===== src/hdl/amad_pkg.sv =====
// Shared types and constants for the apogee moving average detector.
// No dependencies; every other file in hdl/ refers to it by scoped names.
package amad_pkg;

	localparam int ALT_W    = 24;
	localparam int TIME_W   = 32;
	localparam int MARGIN_W = 24;

	// samples held in the moving-average window
	localparam int WINDOW = 5;

	// running sum wide enough for WINDOW full-scale samples
	localparam int SUM_W = ALT_W + $clog2(WINDOW);

	// exact divide by WINDOW for 0 <= x < 2**SUM_W:
	// floor(x / WINDOW) == (x * RECIP) >> RECIP_SHIFT
	localparam int RECIP_SHIFT = SUM_W + $clog2(WINDOW);
	localparam int RECIP_W     = SUM_W + 1;
	localparam int PROD_W      = SUM_W + RECIP_W;
	localparam longint unsigned RECIP_FULL =
		((64'd1 << RECIP_SHIFT) + 64'(WINDOW) - 64'd1) / 64'(WINDOW);
	localparam logic [RECIP_W-1:0] RECIP = RECIP_W'(RECIP_FULL);

	localparam logic [MARGIN_W-1:0] MARGIN_RESET = MARGIN_W'(320);

	typedef struct packed {
		logic signed [ALT_W-1:0] altitude_sample;
		logic                    sample_valid;
		logic [TIME_W-1:0]       sample_time;
	} in_item_t;

	typedef struct packed {
		logic signed [ALT_W-1:0] window_mean;
		logic signed [ALT_W-1:0] peak_average;
		logic                    apogee_now;
		logic [TIME_W-1:0]       apogee_time;
	} out_item_t;

	typedef struct packed {
		logic signed [SUM_W-1:0] window_sum;
		logic [TIME_W-1:0]       sample_time;
	} sum_item_t;

	typedef struct packed {
		logic signed [ALT_W-1:0] window_mean;
		logic [TIME_W-1:0]       sample_time;
	} avg_item_t;

endpackage


===== src/hdl/amad_window.sv =====
// Sample window shift line and running sum.
// Depends on amad_pkg.
module amad_window (
	input  logic                clk,
	input  logic                arst_n,
	input  logic                en,
	input  amad_pkg::in_item_t  item_s1,
	output amad_pkg::sum_item_t sum_s2
);

	logic signed [amad_pkg::ALT_W-1:0] window_q [amad_pkg::WINDOW];
	logic signed [amad_pkg::SUM_W-1:0] sum_q;
	logic [amad_pkg::TIME_W-1:0]       time_s2;
	logic signed [amad_pkg::ALT_W-1:0] sample;
	logic signed [amad_pkg::SUM_W-1:0] sum_next;

	// a sample flagged unusable repeats the newest stored one
	assign sample = item_s1.sample_valid ? item_s1.altitude_sample : window_q[0];
	assign sum_next = sum_q + amad_pkg::SUM_W'(sample)
		- amad_pkg::SUM_W'(window_q[amad_pkg::WINDOW-1]);

	always_ff @(posedge clk or negedge arst_n) begin
		if (!arst_n) begin
			for (int i = 0; i < amad_pkg::WINDOW; i++) begin
				window_q[i] <= '0;
			end
			sum_q <= '0;
		end else if (en) begin
			window_q[0] <= sample;
			for (int i = 1; i < amad_pkg::WINDOW; i++) begin
				window_q[i] <= window_q[i-1];
			end
			sum_q <= sum_next;
		end
	end

	always_ff @(posedge clk) begin
		if (en) begin
			time_s2 <= item_s1.sample_time;
		end
	end

	// the sum register itself is the stage output
	assign sum_s2.window_sum  = sum_q;
	assign sum_s2.sample_time = time_s2;

endmodule


===== config.mk =====
export PLATFORM = sky130hd
export DESIGN_NAME = amad_window
export DESIGN_NICKNAME = d
export VERILOG_FILES = /design/src/hdl/amad_pkg.sv /design/src/hdl/amad_window.sv
export SDC_FILE = /design/constraint.sdc
export NUM_CORES = 1
export LEC_CHECK = 0
export BUFFER_PORTS_ARGS = -buffer_cell sky130_fd_sc_hd__buf_2
export CORE_MARGIN = 2
export CORE_UTILIZATION = 55
export CTS_CLUSTER_SIZE = 16
export DETAILED_ROUTE_END_ITERATION = 16
export GPL_TIMING_DRIVEN = 1
export PLACE_DENSITY = 0.77
export SKIP_LAST_GASP = 1
export SLEW_MARGIN = 20
export SYNTH_ARGS = -nofsm -noshare
export SYNTH_HDL_FRONTEND = slang
export SYNTH_SLANG_ARGS = --single-unit
export TNS_END_PERCENT = 20

===== constraint.sdc =====
create_clock -name clk -period 6.18 [get_ports clk]
set_input_delay 1.236 -clock clk [delete_from_list [all_inputs] [get_ports clk]]
set_output_delay 1.236 -clock clk [all_outputs]
set_load 0.02 [all_outputs]

### Word-level counts from Yosys, hierarchy flattened

Index checks and enable logic that the tools add are counted.

| word-level totals | value |
|---|---|
| bits in registers | 179 |
| input port bits | 60 |
| output and inout bits | 59 |
| word-level logic and storage cells | 10 |

| cells by class | value |
|---|---|
| $add $sub $neg | 2 |
| muxes and demuxes | 1 |

Operators with widths:

| cell | number |
|---|---|
| $add 27x24->27 | 1 |
| $sub 27x24->27 | 1 |
| $mux 24 | 1 |

### Logic depth before layout (Yosys ltp)

Gate-level depths: netlist (run 1).

| depth | value |
|---|---|
| depth in word-level cells | 3 |
| mapped depth | 14 |
| gate-level depth less buffers | 13 |

### Least setup slack after synthesis (run 1)

OpenSTA, ideal clock, no wires.

| path | value |
|---|---|
| path type | input -> register |
| start | input port item_s1[32] (netlist bit) |
| end | register sum_q[26] (netlist bit) |
| library setup time | 0.090 ns |
| arrival time | 4.423 ns |
| required time | 6.090 ns |
| setup slack | 1.667 ns |
| cell stages on the path | 13 |
| cell sequence | clkbuf_1 -> clkbuf_1 -> mux2i_1 -> fa_1 -> inv_1 -> ha_1 -> a21oi_1 -> o21ai_1 -> a221o_1 -> a211o_1 -> a2111oi_1 -> nor4_1 -> o221ai_1 |

| on the way | value |
|---|---|
| cells in the longest elaborated chain, start to end | 3 |

Ends and longest elaborated chain:

| what | line | RTL |
|---|---|---|
| start: declaration | amad_window.sv:7 | `input amad_pkg::in_item_t item_s1,` |
| $mux 24 | amad_window.sv:18 | `assign sample = item_s1.sample_valid ? item_s1.altitude_sample : window_q[0];` |
| $add 27x24->27 | amad_window.sv:19 | `assign sum_next = sum_q + amad_pkg::SUM_W'(sample)` |
| $sub 27x24->27 | amad_window.sv:20 | `- amad_pkg::SUM_W'(window_q[amad_pkg::WINDOW-1]);` |
| end signal: assignment | amad_window.sv:33 | `sum_q <= sum_next;` |
| end: declaration | amad_window.sv:12 | `logic signed [amad_pkg::SUM_W-1:0] sum_q;` |

No other way between the ends.
A chain may end at the register's enable or synchronous reset.

### Worst setup path in the final report (run 1)

Ends and elaborated chain as after synthesis.

==> results of run 1 <==
## power by group through the flow
| stage | combinational, mW | sequential [mW] | clock (mW) |
|---|---|---|---|
| floorplan | 2.28 | 1.79 | 0 |
| global placement | 3.03 | 1.70 | 0 |
| detailed placement | 3.09 | 1.72 | 0 |
| CTS | 3.13 | 1.69 | 1.18 |
| global route | 3.54 | 1.73 | 1.22 |
| finish | 3.12 | 1.69 | 1.15 |
## state kept, by name (all words and copies together), names as in the netlist
signal    cells
time_s2      32
sum_q        27
window_q    120
## final timing paths
check	from	to	slack [ns]
hold reg to reg	window_q[71]$_DFFE_PN0P_	window_q[47]$_DFFE_PN0P_	0.50
hold / removal	window_q[71]$_DFFE_PN0P_	window_q[47]$_DFFE_PN0P_	0.50
max in group asynchronous	arst_n	window_q[6]$_DFFE_PN0P_	4.10
setup reg to reg	window_q[103]$_DFFE_PN0P_	sum_q[26]$_DFFE_PN0P_	2.84
setup / recovery	item_s1[32]	sum_q[26]$_DFFE_PN0P_	1.62
min in group asynchronous	arst_n	window_q[61]$_DFFE_PN0P_	0.90
## area by class of cell
type	instances	area, um2	area share
clock inverter	15	213	0.0209
timing repair buffer	122	633	0.0621
inverter	83	312	0.0305
multi-input combinational	432	3710	0.363
sequential	179	4640	0.455
clock buffer	17	425	0.0417
tap	216	270	0.0265
## through the flow
stage	total power [mW]	area (um2)
after floorplan	4.07	8780
after global placement	4.72	9560
after detailed placement	4.81	9560
after CTS	6.00	10200
after global routing	6.49	10200
final	5.96	10200
## cell usage in the layout, fill, tap and decap left out, drive strengths merged, types with 3 or more instances in the layout
master  netlist  routed
a21oi        52      52
and3          3       3
nand2        29      29
clkbuf       23      17
and2          3       3
inv          83      91
nand3        11      11
xor2          7       7
o21a          4       4
o21ai        29      29
nand4         3       3
bufinv        0       3
buf           4     122
xnor2        13      13
mux2i        32      32
nor2         38      38
a21o          8       8
mux2         97      97
clkinv        0       4
a31oi         3       3
a211oi        4       4
edfxtp       32      32
nor3          4       4
fa           26      26
ha           27      27
o21bai        8       8
dfrtp       147     147
## metal layers
| metal | routed length [um] | global-route usage | vias to the layer above |
|---|---|---|---|
| li1 | - | - | 2711 |
| met1 | 7360 | 0.273 | 2853 |
| met3 | 850 | 0.0529 | 15 |
| met4 | 201 | 0.0688 | 0 |
| met5 | 0 | 0 | - |
| met2 | 8280 | 0.358 | 136 |
## critical path, cell delays in order
cell and delay, ns:
buf_2 0.65, mux2i_1 0.26, fa_1 0.53, inv_1 0.04
ha_1 0.39, a21oi_2 0.14, o21ai_1 0.09, a221o_1 0.38
a211oi_1 0.50, nor3b_1 0.11, nor4_1 0.33, o221ai_1 0.17
## kinds of logic (layout without fill, tap and decap cells)
family | Yosys count | after routing | share of synthesized area
adder cells (fa/ha/maj) | 53 | 53 | 0.0978
AND/OR/NAND/NOR | 102 | 102 | 0.0537
AO/OA/AOI/OAI | 128 | 128 | 0.0899
XOR/XNOR | 20 | 20 | 0.0200
buffers and inverters | 110 | 237 | 0.0492
multiplexers | 129 | 129 | 0.161
flip-flops | 179 | 179 | 0.529
==> flow_metrics.tcl, run 1 <==
set metrics [dict create \
    fillerInstances 1233 \
    netlist_instances 721 \
    ir_drop_uv 275 \
    start_util 0.559 \
    gp_congestion 0.868 \
    post-route-drc-count 0 \
    synthesis.area_um2 8780 \
    synth_area_per_cell_um2 12.2 \
    hold_buffers 0 \
    synth_common_cells "147 x dfrtp_1, 97 x mux2_2, 83 x inv_1" \
    synth_top_cell_by_area "dfrtp_1" \
    internal_power_mw 3.45 \
    pre_cts_slack_ns 1.21 \
    fin_ws_ns 1.62 \
    clk_latency_ns 0.44 \
    yosysMostFrequentCell "dfrtp_1" \
    finalHoldViolations 0 \
    yosysUniqueCellTypes 55 \
    pwr_density_cell_nw_per_um2 584 \
    die_area_um2 17000 \
    crit_type "in2reg" \
    hpwl_um 12000 \
    utilization 0.649 \
    startpoint_type "input pin" \
    grt.total_usage 0.213 \
    antenna_left 0 \
    fin_cells 1064 \
    post_cts_resized 0 \
    max_freq_mhz 219 \
    worstHoldPathCells 1 \
    vias 5715 \
    cts_tree "done" \
    swShare 0.421 \
    numClockSinks 179 \
    setup_tns_ns 0 \
    slew-limit-headroom 0.413 \
    min_period_over_period 0.737 \
    antenna_found_initial 0 \
    ios 119 \
    cp.arrival_ns 4.85 \
    cts_made_buffers 17 \
    worstHoldPathType "reg2reg" \
    nets 948 \
    ys_warn_count 0 \
    synth.ff_latch_count 179 \
    synth_edf_count 32 \
    worstPathMaxFanout 24 \
    ys.flop_type "dfrtp_1" \
    drtPass1Iterations 5 \
    first_global_vias 5873 \
    synth_nets 834 \
    path_clk_slew_ns 0.07 \
    rsz0062_at_grt "false" \
    dp_cells 1032 \
    finClkSkew_ns 0.00990 \
    p_sw_mw 2.51 \
    synth_top_area_frac 0.419 \
    slew_violations 0 \
    fp.coreArea_um2 15700 \
    drt-total-wl_um 16700 \
    via_per_inst 5.37 \
    grt_max_degree 100 \
    post-cts-setup-buffer-count 0 \
    clockPowerShare 0.194 \
    maxCapViolations 0 \
    period_minus_slack_ns 4.56 \
    grt_pass1_wl_um 28200 \
    clockBufferDepth 2 \
    antenna_cells 0 \
    clockRootBuffer "clkbuf_16" \
    port-buffer-count 118 \
    synthTopCellsByArea "dfrtp_1 42%, mux2_2 12%, edfxtp_1 11%" \
    pwr-share-seq 0.284 \
    ys_seq_area_frac 0.529 \
    rows 46 \
    worstPathRequired_ns 6.47 \
    area_growth_pct 16.2 \
    drive_gt1_frac 0.303 \
    end_kind "flip-flop" \
    leakagePower_nw 4.63 \
    htree_levels 4 \
    die_x_um 130 \
    ys_async_sr_fraction 0.821 \
    wl_per_cell_um 15.7 \
    fp.dieH_um 130 \
    combPwrFrac 0.523 \
    final-setup-viol-count 0 \
    reg2reg_depth 11 \
    first_iter_violations 291 \
    worst_pin_slew_ns 0.880 \
    status "finished, final reports clean" \
    overflow 0 \
    whs_ns 0.502 \
]
Note: power is estimated with default switching activity, not from simulation.
==> run 2: changes to the inputs <==
- clock period: 6.18 -> 4.4 ns (I/O delays scaled with it)
==> flow_metrics.tcl, run 2 (same netlist as run 1, synthesis figures left out) <==
set metrics [dict create \
    end_kind "flip-flop" \
    finClkSkew_ns 0.00790 \
    fin_cells 1066 \
    post_cts_resized 0 \
    clk_latency_ns 0.43 \
    ir_drop_uv 409 \
    nets 950 \
    pre_cts_slack_ns 0.263 \
    vias 5730 \
    whs_ns 0.500 \
    final-setup-viol-count 0 \
    top_usage_layer "met2" \
    status "finished, final reports clean" \
    worstPathRequired_ns 4.66 \
    utilization 0.651 \
    hpwl_um 12000 \
    clockBufferDepth 2 \
    drt-total-wl_um 17100 \
    largest_reg_flops 120 \
    crit_type "in2reg" \
    setup_tns_ns 0 \
    period_minus_slack_ns 3.80 \
    fin_ws_ns 0.596 \
    ios 119 \
    post-cts-setup-buffer-count 0 \
    p_sw_mw 3.56 \
    leakagePower_nw 4.63 \
    drive_gt1_frac 0.305 \
    die_x_um 130 \
    grt.total_usage 0.212 \
    grt_pass1_wl_um 28000 \
    grt_util_met1 0.271 \
    worstPathMaxFanout 24 \
    cts_tree "done" \
    pwr_density_cell_nw_per_um2 817 \
    die_area_um2 17000 \
    htree_levels 4 \
    via_per_inst 5.38 \
    clockRootBuffer "clkbuf_16" \
    rsz0062_at_grt "false" \
    met3_usage 0.0435 \
    dp_cells 1034 \
    post-route-drc-count 0 \
    reg_top3 "window_q: 120 flops, time_s2: 32 flops, sum_q: 27 flops" \
    clockPowerShare 0.187 \
    min_period_over_period 0.865 \
    fp.coreArea_um2 15700 \
    design_area_um2 10200 \
    fp.dieH_um 130 \
    post_dp_cell_area_um2 9600 \
    gp_congestion 0.854 \
    final_cell_mix "147 x dfrtp_1, 116 x buf_2, 97 x mux2_2" \
    port-buffer-count 118 \
    worstHoldPathType "reg2reg" \
    cp.arrival_ns 4.06 \
    worst_pin_slew_ns 0.988 \
    slew-limit-headroom 0.341 \
    final_common_cell "dfrtp_1" \
    antenna_found_initial 0 \
    wl_per_cell_um 16.0 \
    start_util 0.559 \
    internal_power_mw 4.79 \
    maxCapViolations 0 \
    startpoint_type "input pin" \
    numClockSinks 179 \
    cts_made_buffers 17 \
    finalHoldViolations 0 \
    overflow 0 \
    slew_violations 0 \
    first_global_vias 5883 \
    area_growth_pct 16.4 \
    top_register "window_q" \
    max_freq_mhz 263 \
    first_iter_violations 313 \
    hold_buffers 0 \
    met2_usage 0.361 \
    antenna_cells 0 \
    drtPass1Iterations 4 \
    grt_max_degree 120 \
    path_clk_slew_ns 0.07 \
    combPwrFrac 0.528 \
    power.total_mw 8.35 \
    pwr-share-seq 0.285 \
    swShare 0.426 \
    antenna_left 0 \
    rows 46 \
]
[run 2: cell types whose count changed in the layout (fill, tap and decap cells not counted), sizes merged]
cell | before | now
buf | 122 | 123
bufinv | 3 | 2
clkbuf | 17 | 18
clkinvlp | 0 | 2
inv | 91 | 90
[run 2: worst paths after layout]
check / from / end / slack [ns] / cells after the start
max: item_s1[32] / sum_q[26]$_DFFE_PN0P_ / 0.60 / 12
min: window_q[59]$_DFFE_PN0P_ / window_q[35]$_DFFE_PN0P_ / 0.50 / 1
max reg2reg: window_q[106]$_DFFE_PN0P_ / sum_q[26]$_DFFE_PN0P_ / 1.07 / 10
min reg2reg: window_q[59]$_DFFE_PN0P_ / window_q[35]$_DFFE_PN0P_ / 0.50 / 1
max in group asynchronous: arst_n / window_q[70]$_DFFE_PN0P_ / 3.03 / 2
min in group asynchronous: arst_n / window_q[34]$_DFFE_PN0P_ / 0.57 / 1
[run 2: area by class of cell]
cell class / count / area [um2]
flip-flops and latches: 179 / 4640
fillers: 1198 / 5490
inverters: 83 / 312
clock buffers: 17 / 425
clock inverters: 15 / 191
multi-input cells: 432 / 3710
well taps: 216 / 270
repair buffers: 124 / 676
[run 2: per-layer routing]
layer	vias up	wire, um
met4	0	265
met5	-	0
met2	168	8580
met1	2804	7340
met3	25	919
li1	2733	-
[run 2: critical path, stage by stage]
cell and delay, ns:
buf_2 0.10, buf_12 0.22, mux2i_1 0.35, fa_1 0.48, inv_1 0.08, ha_1 0.30
and2_1 0.24, a221o_1 0.34, a211oi_1 0.47, nor3b_1 0.10, nor4_1 0.30, o221ai_1 0.18
[run 2: power by group through the flow]
stage / Sequential (mW) / Combinational [mW] / Clock (mW)
after global placement: 2.39 / 4.28 / 0
after floorplan: 2.51 / 3.20 / 0
final: 2.38 / 4.41 / 1.56
after global routing: 2.43 / 4.96 / 1.66
after detailed placement: 2.41 / 4.34 / 0
after CTS: 2.39 / 4.40 / 1.59
