===== config.mk =====
export PLATFORM = sky130hd
export DESIGN_NAME = amad_peak
export DESIGN_NICKNAME = d
export VERILOG_FILES = /design/src/hdl/amad_pkg.sv /design/src/hdl/amad_peak.sv
export SDC_FILE = /design/constraint.sdc
export NUM_CORES = 1
export LEC_CHECK = 0
export ABC_AREA = 1
export ABC_CLOCK_PERIOD_IN_PS = 6030
export BUFFER_PORTS_ARGS = -buffer_cell sky130_fd_sc_hd__buf_4
export CORE_AREA = 2 2 132 134
export CTS_CLUSTER_DIAMETER = 40
export DETAILED_ROUTE_END_ITERATION = 10
export DIE_AREA = 0 0 134 136
export HOLD_SLACK_MARGIN = 0.03
export MAX_ROUTING_LAYER = met4
export PLACE_DENSITY = 0.73
export SLEW_MARGIN = 20
export SYNTH_ARGS = -nofsm -noshare
export SYNTH_HDL_FRONTEND = slang
export SYNTH_SLANG_ARGS = --single-unit
export TNS_END_PERCENT = 1

===== constraint.sdc =====
create_clock -name clk -period 6.03 [get_ports clk]
set_clock_uncertainty 0.15 [all_clocks]
set_input_delay 0.3015 -clock clk [delete_from_list [all_inputs] [get_ports clk]]
set_output_delay 0.3015 -clock clk [all_outputs]
set_load 0.1 [all_outputs]

===== src/hdl/amad_pkg.sv =====
// Shared types and constants for the apogee moving average detector.
// No dependencies; every other file in hdl/ refers to it by scoped names.
package amad_pkg;

	localparam int ALT_W    = 24;
	localparam int TIME_W   = 32;
	localparam int MARGIN_W = 24;

	// samples held in the moving-average window
	localparam int WINDOW = 5;

	// running sum wide enough for WINDOW full-scale samples
	localparam int SUM_W = ALT_W + $clog2(WINDOW);

	// exact divide by WINDOW for 0 <= x < 2**SUM_W:
	// floor(x / WINDOW) == (x * RECIP) >> RECIP_SHIFT
	localparam int RECIP_SHIFT = SUM_W + $clog2(WINDOW);
	localparam int RECIP_W     = SUM_W + 1;
	localparam int PROD_W      = SUM_W + RECIP_W;
	localparam longint unsigned RECIP_FULL =
		((64'd1 << RECIP_SHIFT) + 64'(WINDOW) - 64'd1) / 64'(WINDOW);
	localparam logic [RECIP_W-1:0] RECIP = RECIP_W'(RECIP_FULL);

	localparam logic [MARGIN_W-1:0] MARGIN_RESET = MARGIN_W'(320);

	typedef struct packed {
		logic signed [ALT_W-1:0] altitude_sample;
		logic                    sample_valid;
		logic [TIME_W-1:0]       sample_time;
	} in_item_t;

	typedef struct packed {
		logic signed [ALT_W-1:0] window_mean;
		logic signed [ALT_W-1:0] peak_average;
		logic                    apogee_now;
		logic [TIME_W-1:0]       apogee_time;
	} out_item_t;

	typedef struct packed {
		logic signed [SUM_W-1:0] window_sum;
		logic [TIME_W-1:0]       sample_time;
	} sum_item_t;

	typedef struct packed {
		logic signed [ALT_W-1:0] window_mean;
		logic [TIME_W-1:0]       sample_time;
	} avg_item_t;

endpackage


===== src/hdl/amad_peak.sv =====
// Peak tracking, apogee compare, timestamp latch and result register.
// Depends on amad_pkg.
module amad_peak (
	input  logic                          clk,
	input  logic                          arst_n,
	input  logic                          en,
	input  amad_pkg::avg_item_t           avg_in,
	input  logic [amad_pkg::MARGIN_W-1:0] margin,
	output amad_pkg::out_item_t           out_item
);

	logic signed [amad_pkg::ALT_W-1:0] peak_q;
	logic [amad_pkg::TIME_W-1:0]       stamp_q;
	logic signed [amad_pkg::ALT_W-1:0] peak_next;
	logic signed [amad_pkg::ALT_W:0]   diff;
	logic                              flag;
	logic [amad_pkg::TIME_W-1:0]       stamp_next;

	assign peak_next = (avg_in.window_mean > peak_q) ? avg_in.window_mean : peak_q;
	// one bit wider: the drop never overflows and is never negative
	assign diff = (amad_pkg::ALT_W+1)'(peak_next)
		- (amad_pkg::ALT_W+1)'(avg_in.window_mean);
	assign flag       = $unsigned(diff) > (amad_pkg::ALT_W+1)'(margin);
	assign stamp_next = flag ? avg_in.sample_time : stamp_q;

	always_ff @(posedge clk or negedge arst_n) begin
		if (!arst_n) begin
			peak_q  <= '0;
			stamp_q <= '0;
		end else if (en) begin
			peak_q  <= peak_next;
			stamp_q <= stamp_next;
		end
	end

	always_ff @(posedge clk) begin
		if (en) begin
			out_item.window_mean  <= avg_in.window_mean;
			out_item.peak_average <= peak_next;
			out_item.apogee_now   <= flag;
			out_item.apogee_time  <= stamp_next;
		end
	end

endmodule


* Yosys cells after proc, flatten, opt, wreduce, memory -nomap -nowiden
Cells that the tools add are included.
Storage, ports and cells: register bits 137, output and inout port bits 81, word-level logic and storage cells 11
Operators by class: $lt $le $gt $ge 2, add/subtract/negate cells 1, multiplexer cells 2
Operators by type and width (number):
- 2-to-1 mux 32 bit | 1
- > comparator 25 x 24 -> 1 bit | 1
- subtractor 24 x 24 -> 25 bit | 1
- > comparator 24 bit | 1
- 2-to-1 mux 24 bit | 1

* Depth between registers and ports, before layout
Gate-level depths: netlist of run 1.
word-level depth 5, mapped depth 42, depth with buffers taken out 41

* Worst setup path after synthesis of run 1
Ideal clock, no wire load.
path type reg2reg, start point reg peak_q[23] in the netlist's numbering, end point reg out_item[10] in the netlist's numbering (data pin), cell stages (with the launch flop) 35, path slack 0.867 ns, arrival time 4.758 ns, period minus slack after synthesis 5.163 ns, path buffers 2, cells stage by stage dfrtp_1 inv_1 ha_1 nand2_1 nor4_4 nand3_1 nand4_1 nand2_2 nand2_1 buf_4 nand2_1 and2_1 ha_1 nand3_1 nand2_1 a21oi_1 o21ai_0 nand3_1 o21bai_1 a31oi_1 xnor2_1 ha_1 nand2_1 nor3_1 nand2_1 nand2_1 nand2_1 nand2_1 nand2_1 nand2_1 nand2_1 nand2_2 buf_4 nand3_1 and2_1
Between the ends: cells in the longest elaborated chain, start to end 5
RTL lines:
- from (decl) | RTL line amad_peak.sv:12 | logic signed [amad_pkg::ALT_W-1:0] peak_q;
- from (signal assigned) | RTL line amad_peak.sv:31 | peak_q <= peak_next;
- > comparator 24 bit | RTL line amad_peak.sv:19 | assign peak_next = (avg_in.window_mean > peak_q) ? avg_in.window_mean : peak_q;
- 2-to-1 mux 24 bit | RTL line amad_peak.sv:19
- named net peak_next, one bit | RTL line amad_peak.sv:14 | logic signed [amad_pkg::ALT_W-1:0] peak_next;
- subtractor 24 x 24 -> 25 bit | RTL line amad_peak.sv:22 | - (amad_pkg::ALT_W+1)'(avg_in.window_mean);
- > comparator 25 x 24 -> 1 bit | RTL line amad_peak.sv:23 | assign flag = $unsigned(diff) > (amad_pkg::ALT_W+1)'(margin);
- 2-to-1 mux 32 bit | RTL line amad_peak.sv:24 | assign stamp_next = flag ? avg_in.sample_time : stamp_q;
- named net stamp_next, one bit | RTL line amad_peak.sv:17 | logic [amad_pkg::TIME_W-1:0] stamp_next;
- to (decl) | RTL line amad_peak.sv:9 | output amad_pkg::out_item_t out_item
The timed path passes the listed nets, and every way through them passes these cells. A chain may end at the register's enable or synchronous reset.

* Final worst setup path of run 1
start point in avg_in[33] in the netlist's numbering, end point reg out_item[21] in the netlist's numbering (data pin)
Between the ends: cells in the longest elaborated chain, start to end 5
RTL lines:
- from (decl) | RTL line amad_peak.sv:7 | input amad_pkg::avg_item_t avg_in,
- > comparator 24 bit | RTL line amad_peak.sv:19
- 2-to-1 mux 24 bit | RTL line amad_peak.sv:19
- named net peak_next, one bit | RTL line amad_peak.sv:14
- subtractor 24 x 24 -> 25 bit | RTL line amad_peak.sv:22
- > comparator 25 x 24 -> 1 bit | RTL line amad_peak.sv:23
- 2-to-1 mux 32 bit | RTL line amad_peak.sv:24
- named net stamp_next, one bit | RTL line amad_peak.sv:17
The timed path passes the listed nets, and every way through them passes these cells.

==> flow_metrics.py, run 1 <==
metrics = {
    "run_status": {
        "status": "finished, final reports clean",
    },
    "drt": {
        "drt_iter0_drc": 547,
        "wl_per_cell_microns": 15.5,
        "drt_wl_total_microns": 21700,
        "wl_met2_microns": 10700,
        "drt_pass1_iterations": 5,
        "wl_met3_microns": 1210,
        "viasPerCell": 5.20,
        "route.detailed.drc": 0,
        "ant_nets": 0,
        "highest_layer": "met4",
        "wl_met1_microns": 9310,
        "route.vias.total": 7286,
    },
    "layout": {
        "diodes": 0,
        "drive_gt1_share_pct": 24.3,
        "fill_cells": 1360,
        "fin_area_sq_um": 11100,
        "seqCellArea_sq_um": 3830,
        "finish.utilization_pct": 65.7,
        "multiInputGateArea_sq_um": 4020,
        "nNetsFinal": 1318,
        "synthToLayoutAreaGrowth_pct": 34.3,
    },
    "min_path": {
        "hold_path.class": "in -> reg",
    },
    "logic_synthesis": {
        "syn_avg_cell_area_sq_um": 8.63,
        "yosys_register_bits": 137,
        "synthTopCellsByCount": "nand2_1, inv_1, nand3_1",
        "synth-xor-area-share_pct": 2.33,
        "synth_fa_ha_area_share_pct": 11.2,
        "synth_ff_type": "edfxtp_1",
        "yosysMostFrequentCell": "nand2_1",
        "yosys.area_share.simple_pct": 24.1,
        "post-synth-top-area-fraction_pct": 29.5,
        "synth_compound_gate_area_share_pct": 6.50,
        "syn-cell-area_sq_um": 8260,
        "synthMuxAreaShare_pct": 0,
        "synth_fp_nets": 1113,
        "seq_area_frac_synth_pct": 46.4,
        "yosysTopAreaCell": "edfxtp_1",
        "synth_edf_count": 81,
        "ys_types": 37,
        "ys_top_cells_by_area": "edfxtp_1, dfrtp_1, ha_1, nand2_1, nand3_1",
        "yosysWarningCount": 0,
        "synth_top_family_by_area": "simple AND/OR/NAND/NOR gates",
        "postSynthCellCount": 957,
        "synthArstFlopShare_pct": 40.9,
    },
    "critical_path": {
        "r2r_start": "peak_q[7]",
        "arrival_ns": 5.92,
        "path_buf_inv": 6,
        "cp-start-kind": "input port",
        "slowest_stage": "dlygate4sd3_1",
        "rr_worst_depth": 31,
        "crit_type": "in -> reg",
        "max_stage_delay_ns": 0.55,
        "crit_end": "out_item[21]",
        "cp_max_fo": 16,
        "crit_start": "avg_in[33]",
        "reg2reg_slack_ns": 0.31,
        "cp_top_family": "simple AND/OR/NAND/NOR gates",
        "reg2reg_to": "out_item[21]",
        "required_ns": 6.06,
        "cp.depth": 33,
        "end_kind": "register",
    },
    "timing": {
        "period_minus_slack_ns": 5.88,
        "fmax_mhz": 170,
        "relSlewSlack_pct": 33.4,
        "worstMarginPinSlew_ns": 0.999,
        "drv_slew": 0,
        "fin_crit_sh_pct": 97.6,
        "setup_viol": 0,
        "layout_setup_ws_ns": 0.147,
        "finalHoldViolCount": 0,
        "tns_ns": 0,
    },
    "clocking": {
        "cts_tree": "done",
        "clkTransAtPathRegs_ns": 0.06,
        "clockBufferDepth": 2,
        "htree_levels": 4,
        "clock-sinks": 137,
        "cts-root-buf": "clkbuf_16",
        "insertion_delay_ns": 0.43,
        "numCtsBuffers": 17,
    },
    "placement": {
        "pre_cts_ws_ns": -0.145,
        "hpwl_microns": 14000,
        "place_area_sq_um": 9700,
        "numPortBuffers": 163,
        "place_congestion": 0.955,
    },
    "die": {
        "die_h_microns": 136,
        "num_rows": 48,
        "io-pin-count": 164,
        "fp.dieArea_sq_um": 18200,
        "die_width_microns": 134,
        "core_sq_um": 16900,
        "start_util_pct": 48.9,
    },
    "grt": {
        "grt_pass1_wl_microns": 31600,
        "grt_remaining_overflow": 0,
        "grt_pass1_vias": 6572,
        "grt_max_degree": 91,
        "antenna_found_initial": 0,
        "grtUsageTotal_pct": 22.8,
    },
    "run": {
        "maxCapViolCount": 0,
    },
}
[metrics by stage]
step	instances	hold slack (ns)
after floorplan	957	-0.144
after global placement	1327	0.287
after global routing	1400	0.0910
after CTS	1384	0.0695
final	1400	0.0719
after detailed placement	1327	0.288
[area by class of cell]
cell class | count | area share, %
Tap cell | 225 | 2.54
Timing Repair Buffer | 210 | 15.8
Clock inverter | 13 | 1.30
Clock buffer | 19 | 3.90
Multi-Input combinational cell | 628 | 36.2
Inverter | 168 | 5.69
Sequential cell | 137 | 34.6
[flip-flops by register name (all words and copies together), names as in the netlist]
name	count
peak_q	24
stamp_q	32
out_item	81
[worst register-to-register path, delay by kind of cell, from the launching register on]
kind            cells  cell delay, ns
compound gates      6            1.10
xor+xnor            1            0.15
fa+ha+maj           3            0.94
buf+inv             4            0.51
flops               1            0.36
simple gates       17            2.28
[logic make-up after synthesis]
family                   after synthesis
flip-flops                           137
AND/OR/NAND/NOR                      430
buffers and inverters                195
AO/OA/AOI/OAI                        100
XOR/XNOR                              22
adder cells (fa/ha/maj)               73
[layer usage]
layer  up-vias  track usage, %
met1      3433            28.9
met4         0            7.86
li1       3564               -
met5         -               -
met2       257            37.4
met3        32            3.62
[cell usage in the layout, fill, tap and decap left out, drive strengths merged]
cell type / n
a21oi: 41
o21ai: 42
nor3: 4
nand3b: 1
xor2: 15
fa: 1
inv: 172
nand2: 208
buf: 183
nor4: 3
edfxtp: 81
clkbuf: 21
nor2: 26
a31oi: 5
o211ai: 1
ha: 72
nand3: 124
nor3b: 1
a21o: 3
o21a: 2
clkinvlp: 4
xnor2: 7
and2: 55
dlygate4sd3: 25
a211oi: 3
o21bai: 3
dfrtp: 56
clkinv: 3
bufinv: 2
nand4: 11
[what timing repair did]
action,4_1_cts,5_1_grt
gates resized for setup,3,79
setup endpoints to repair,39,65
cloned,0,6
hold buffers,25,0
buffers inserted,0,10
pin swaps,1,22
hold endpoints to repair,80,0
[worst min path at each step]
stage                          start          end  slack (ns)  cells past startpoint
after floorplan               arst_n    peak_q[0]       -0.14                      0
after global placement        arst_n  stamp_q[13]        0.29                      1
after detailed placement      arst_n  stamp_q[13]        0.29                      1
after CTS                 avg_in[14]  stamp_q[14]        0.07                      5
after global routing       avg_in[7]   stamp_q[7]        0.09                      5
final                     avg_in[14]  stamp_q[14]        0.07                      5
Power of run 1 is left out: the tool's default activity adds up to more than one toggle a clock period on the data nets, which glitch-free logic cannot reach.
==> inputs of run 2 (changes only) <==
- CTS_BUF_LIST: unset -> sky130_fd_sc_hd__clkbuf_16
==> flow_metrics.py, run 2 (synthesis results as in run 1) <==
metrics = {
    "grt": {
        "grt_pass1_wl_microns": 31600,
        "grt_remaining_overflow": 0,
        "grt_max_degree": 91,
        "antenna_found_initial": 0,
        "grtUsageTotal_pct": 22.8,
        "grt_pass1_vias": 6572,
    },
    "placement": {
        "pre_cts_ws_ns": -0.145,
        "numPortBuffers": 163,
        "place_congestion": 0.955,
        "place_area_sq_um": 9700,
        "hpwl_microns": 14000,
    },
    "layout": {
        "largest-register": "out_item",
        "finish.utilization_pct": 65.7,
        "synthToLayoutAreaGrowth_pct": 34.3,
        "nNetsFinal": 1318,
        "diodes": 0,
        "layout_common_cells": "nand2_1, buf_4, inv_1, nand3_1, edfxtp_1",
        "mostFrequentLayoutCell": "nand2_1",
        "fin_area_sq_um": 11100,
        "top_regs": "out_item x81, stamp_q x32, peak_q x24",
        "largest_reg_flops": 81,
        "drive_gt1_share_pct": 24.3,
    },
    "drt": {
        "drt_wl_total_microns": 21700,
        "wl_per_cell_microns": 15.5,
        "drt_iter0_drc": 553,
        "drt_pass1_iterations": 5,
        "route.vias.total": 7302,
        "ant_nets": 0,
        "viasPerCell": 5.22,
        "route.detailed.drc": 0,
    },
    "die": {
        "start_util_pct": 48.9,
        "core_sq_um": 16900,
        "io-pin-count": 164,
        "die_h_microns": 136,
        "num_rows": 48,
        "die_width_microns": 134,
        "fp.dieArea_sq_um": 18200,
    },
    "critical_path": {
        "crit_type": "in -> reg",
        "arrival_ns": 5.91,
        "max_stage_delay_ns": 0.54,
        "slowest_stage": "dlygate4sd3_1",
        "required_ns": 6.06,
        "cp_max_fo": 16,
        "reg2reg_slack_ns": 0.29,
        "end_kind": "register",
        "cp-start-kind": "input port",
    },
    "timing": {
        "relSlewSlack_pct": 33.2,
        "fmax_mhz": 170,
        "setup_viol": 0,
        "layout_setup_ws_ns": 0.159,
        "worstMarginPinSlew_ns": 1.00,
        "fin_crit_sh_pct": 97.4,
        "finalHoldViolCount": 0,
        "drv_slew": 0,
        "period_minus_slack_ns": 5.87,
    },
    "clocking": {
        "cts-root-buf": "clkbuf_16",
        "numCtsBuffers": 17,
        "htree_levels": 4,
        "clock-sinks": 137,
        "clockBufferDepth": 2,
        "clkTransAtPathRegs_ns": 0.06,
        "cts_tree": "done",
        "insertion_delay_ns": 0.43,
    },
    "min_path": {
        "hold_path.class": "in -> reg",
    },
    "run": {
        "maxCapViolCount": 0,
    },
    "run_status": {
        "status": "finished, final reports clean",
    },
}
## run 2: layout make-up
| cell class | instances | area [sq um] |
|---|---|---|
| Clock buffer | 17 | 425 |
| Sequential cell | 137 | 3830 |
| Fill cell | 1360 | 5790 |
| Inverter | 168 | 631 |
| Clock inverter | 15 | 151 |
| Multi-Input combinational cell | 628 | 4020 |
| Timing Repair Buffer | 210 | 1750 |
| Tap cell | 225 | 282 |
## run 2: worst paths after layout
| check | cells after the start | startpoint | to |
|---|---|---|---|
| setup / recovery | 31 | avg_in[37] | out_item[21] |
| setup reg to reg | 31 | peak_q[7] | out_item[21] |
| hold / removal | 5 | avg_in[14] | stamp_q[14] |
| min in group asynchronous | 2 | arst_n | stamp_q[13] |
| hold reg to reg | 2 | stamp_q[9] | stamp_q[9] |
| max in group asynchronous | 2 | arst_n | peak_q[9] |
## run 2: per-layer routing
| metal | global-route usage (%) | vias to the layer above | share of wire, % |
|---|---|---|---|
| met5 | - | - | 0 |
| met4 | 7.86 | 0 | 2.4 |
| met3 | 3.62 | 37 | 5.6 |
| met2 | 37.4 | 253 | 49 |
| met1 | 28.9 | 3448 | 43 |
| li1 | - | 3564 | - |
## run 2: critical path, delay by kind of cell
family / cells / cell delay [ns]
buffers and inverters: 5 / 1.11
xor gates and xnor gates: 1 / 0.15
adders and majority gates: 3 / 0.97
AOI/OAI and AO/OA: 6 / 1.10
and+or+nand+nor: 16 / 2.26
## run 2: repair_timing
item                                   in CTS  in global routing
cloned                                      0                  6
gates resized for setup                     3                 79
hold buffers                               25                  0
pin swaps                                   1                 22
endpoints found under the hold margin      80                  0
setup endpoints to repair                  39                 65
buffers inserted                            0                 10
## run 2: through the flow
step	setup TNS, ns	cells	hold WS (ns)
final	0	1400	0.0719
after global routing	-2.86	1400	0.0909
after floorplan	0	957	-0.144
after detailed placement	-3.82	1327	0.288
after CTS	0	1384	0.0695
after global placement	-2.76	1327	0.287
Power of run 2 is left out for the same reason.
==> inputs of run 3 (changes only) <==
==> constraint.sdc (replaced) <==
create_clock -name clk -period 6.03 [get_ports clk]
set_clock_uncertainty 0.15 [all_clocks]
set_input_delay 0.603 -clock clk [delete_from_list [all_inputs] [get_ports clk]]
set_output_delay 0.603 -clock clk [all_outputs]
set_load 0.1 [all_outputs]
==> flow_metrics.py, run 3 (synthesis results as in run 1) <==
metrics = {
    "timing": {
        "whs_ns": 0.112,
        "relSlewSlack_pct": 27.5,
        "fin_crit_sh_pct": 95.1,
        "drv_slew": 0,
        "fmax_mhz": 174,
        "period_minus_slack_ns": 5.74,
        "finalHoldViolCount": 0,
        "setup_viol": 0,
        "tns_ns": 0,
        "worstMarginPinSlew_ns": 1.08,
    },
    "critical_path": {
        "arrival_ns": 5.76,
        "end_kind": "register",
        "required_ns": 6.06,
        "cp_common_cell": "nand2_1",
        "cp-start-kind": "register",
        "max_stage_delay_ns": 0.37,
        "crit_type": "reg -> reg",
        "cp_max_fo": 8,
        "slowest_stage": "fa_2",
        "reg2reg_to": "out_item[12]",
        "rr_worst_depth": 36,
        "reg2reg_slack_ns": 0.29,
        "r2r_start": "peak_q[19]",
    },
    "grt": {
        "antenna_found_initial": 0,
        "grt_pass1_wl_microns": 32600,
        "grt_max_degree": 82,
        "grt_pass1_vias": 6764,
        "grt_remaining_overflow": 0,
        "grtUsageTotal_pct": 23.3,
    },
    "drt": {
        "wl_per_cell_microns": 15.2,
        "route.vias.total": 7209,
        "ant_nets": 0,
        "route.detailed.drc": 0,
        "drt_wl_total_microns": 21400,
        "drt_iter0_drc": 516,
        "drt_pass1_iterations": 5,
        "viasPerCell": 5.12,
    },
    "die": {
        "num_rows": 48,
        "die_width_microns": 134,
        "fp.dieArea_sq_um": 18200,
        "io-pin-count": 164,
        "die_h_microns": 136,
        "core_sq_um": 16900,
        "start_util_pct": 48.9,
    },
    "layout": {
        "fill_cells": 1332,
        "largest-register": "out_item",
        "layout_common_cells": "buf_4, nand2_1, inv_1, nand3_1, edfxtp_1",
        "multiInputGateArea_sq_um": 3860,
        "drive_gt1_share_pct": 25.0,
        "mostFrequentLayoutCell": "buf_4",
        "synthToLayoutAreaGrowth_pct": 33.6,
        "top_regs": "out_item x81, stamp_q x32, peak_q x24",
        "seqCellArea_sq_um": 3830,
        "nNetsFinal": 1326,
        "diodes": 0,
        "largest_reg_flops": 81,
    },
    "placement": {
        "numPortBuffers": 163,
        "place_congestion": 0.979,
        "hpwl_microns": 14600,
    },
    "clocking": {
        "clock-sinks": 137,
        "clockBufferDepth": 2,
        "insertion_delay_ns": 0.42,
        "htree_levels": 4,
        "cts-root-buf": "clkbuf_16",
        "numCtsBuffers": 17,
        "clkTransAtPathRegs_ns": 0.06,
        "cts_tree": "done",
    },
    "min_path": {
        "hold_path.class": "in -> async",
    },
    "run_status": {
        "status": "finished, final reports clean",
    },
    "run": {
        "maxCapViolCount": 0,
    },
}
==> run 3: cell count changes in the layout (fill, tap and decap cells not counted), moves of 4 or more <==
cell / before / now
buf_4: 174 / 206
and2_1: 50 / 54
a21oi_1: 30 / 34
a21oi_2: 11 / 7
ha_1: 59 / 64
dlygate4sd3_1: 25 / 0
==> run 3: final cells by class <==
| cell class | count | area share [%] |
|---|---|---|
| multi-input cells | 625 | 35.0 |
| flip-flops and latches | 137 | 34.8 |
| repair buffers | 221 | 16.5 |
| inverters | 168 | 5.72 |
| clock buffers | 17 | 3.86 |
| well taps | 225 | 2.55 |
| clock inverters | 15 | 1.59 |
==> run 3: worst max path at each step <==
stage               startpoint      endpoint  slack (ns)  depth (start not counted)
CTS                 peak_q[23]   stamp_q[17]        0.07                         28
detailed placement  avg_in[55]   out_item[9]       -0.39                         35
finish              peak_q[19]  out_item[12]        0.29                         36
global route        peak_q[18]    stamp_q[1]       -0.05                         29
global placement    avg_in[55]   stamp_q[14]       -0.32                         28
floorplan           avg_in[55]  out_item[10]        0.62                         33
==> run 3: repair_timing <==
| item | in CTS | in global routing |
|---|---|---|
| endpoints found under the hold margin | 0 | 0 |
| pin swaps | 1 | 16 |
| setup endpoints to repair | 51 | 65 |
| hold buffers | 0 | 0 |
| buffers inserted | 0 | 6 |
| cloned | 0 | 6 |
| gates resized for setup | 0 | 53 |
==> run 3: critical path: cells and delay by family, from the launching register on <==
kind                     cells  cell delay, ns
AND/OR/NAND/NOR             22            2.34
adder cells (fa/ha/maj)      3            0.97
AO/OA/AOI/OAI                5            0.83
buffers and inverters        5            0.71
flip-flops                   1            0.32
XOR/XNOR                     1            0.17
==> run 3: layer usage <==
layer  wire length (microns)  GRT usage, %  share of wire, %  vias to the layer above
met5                       0             -                 0                        -
met2                   10600          38.2                50                      228
met1                    9170          28.8                43                     3378
met3                    1150          5.11               5.4                       29
met4                     457          7.68               2.1                        0
li1                        -             -                 -                     3574
==> run 3: metrics by stage <==
step	cells	setup WS (ns)	cell area (sq um)	utilization, %
after global routing	1408	-0.0455	11000	65.3
after detailed placement	1364	-0.389	10000	59.3
after CTS	1396	0.0664	10600	62.9
final	1408	0.294	11000	65.3
after floorplan	957	0.618	8260	-
after global placement	1364	-0.316	10000	59.3
Power of run 3 is left out for the same reason.
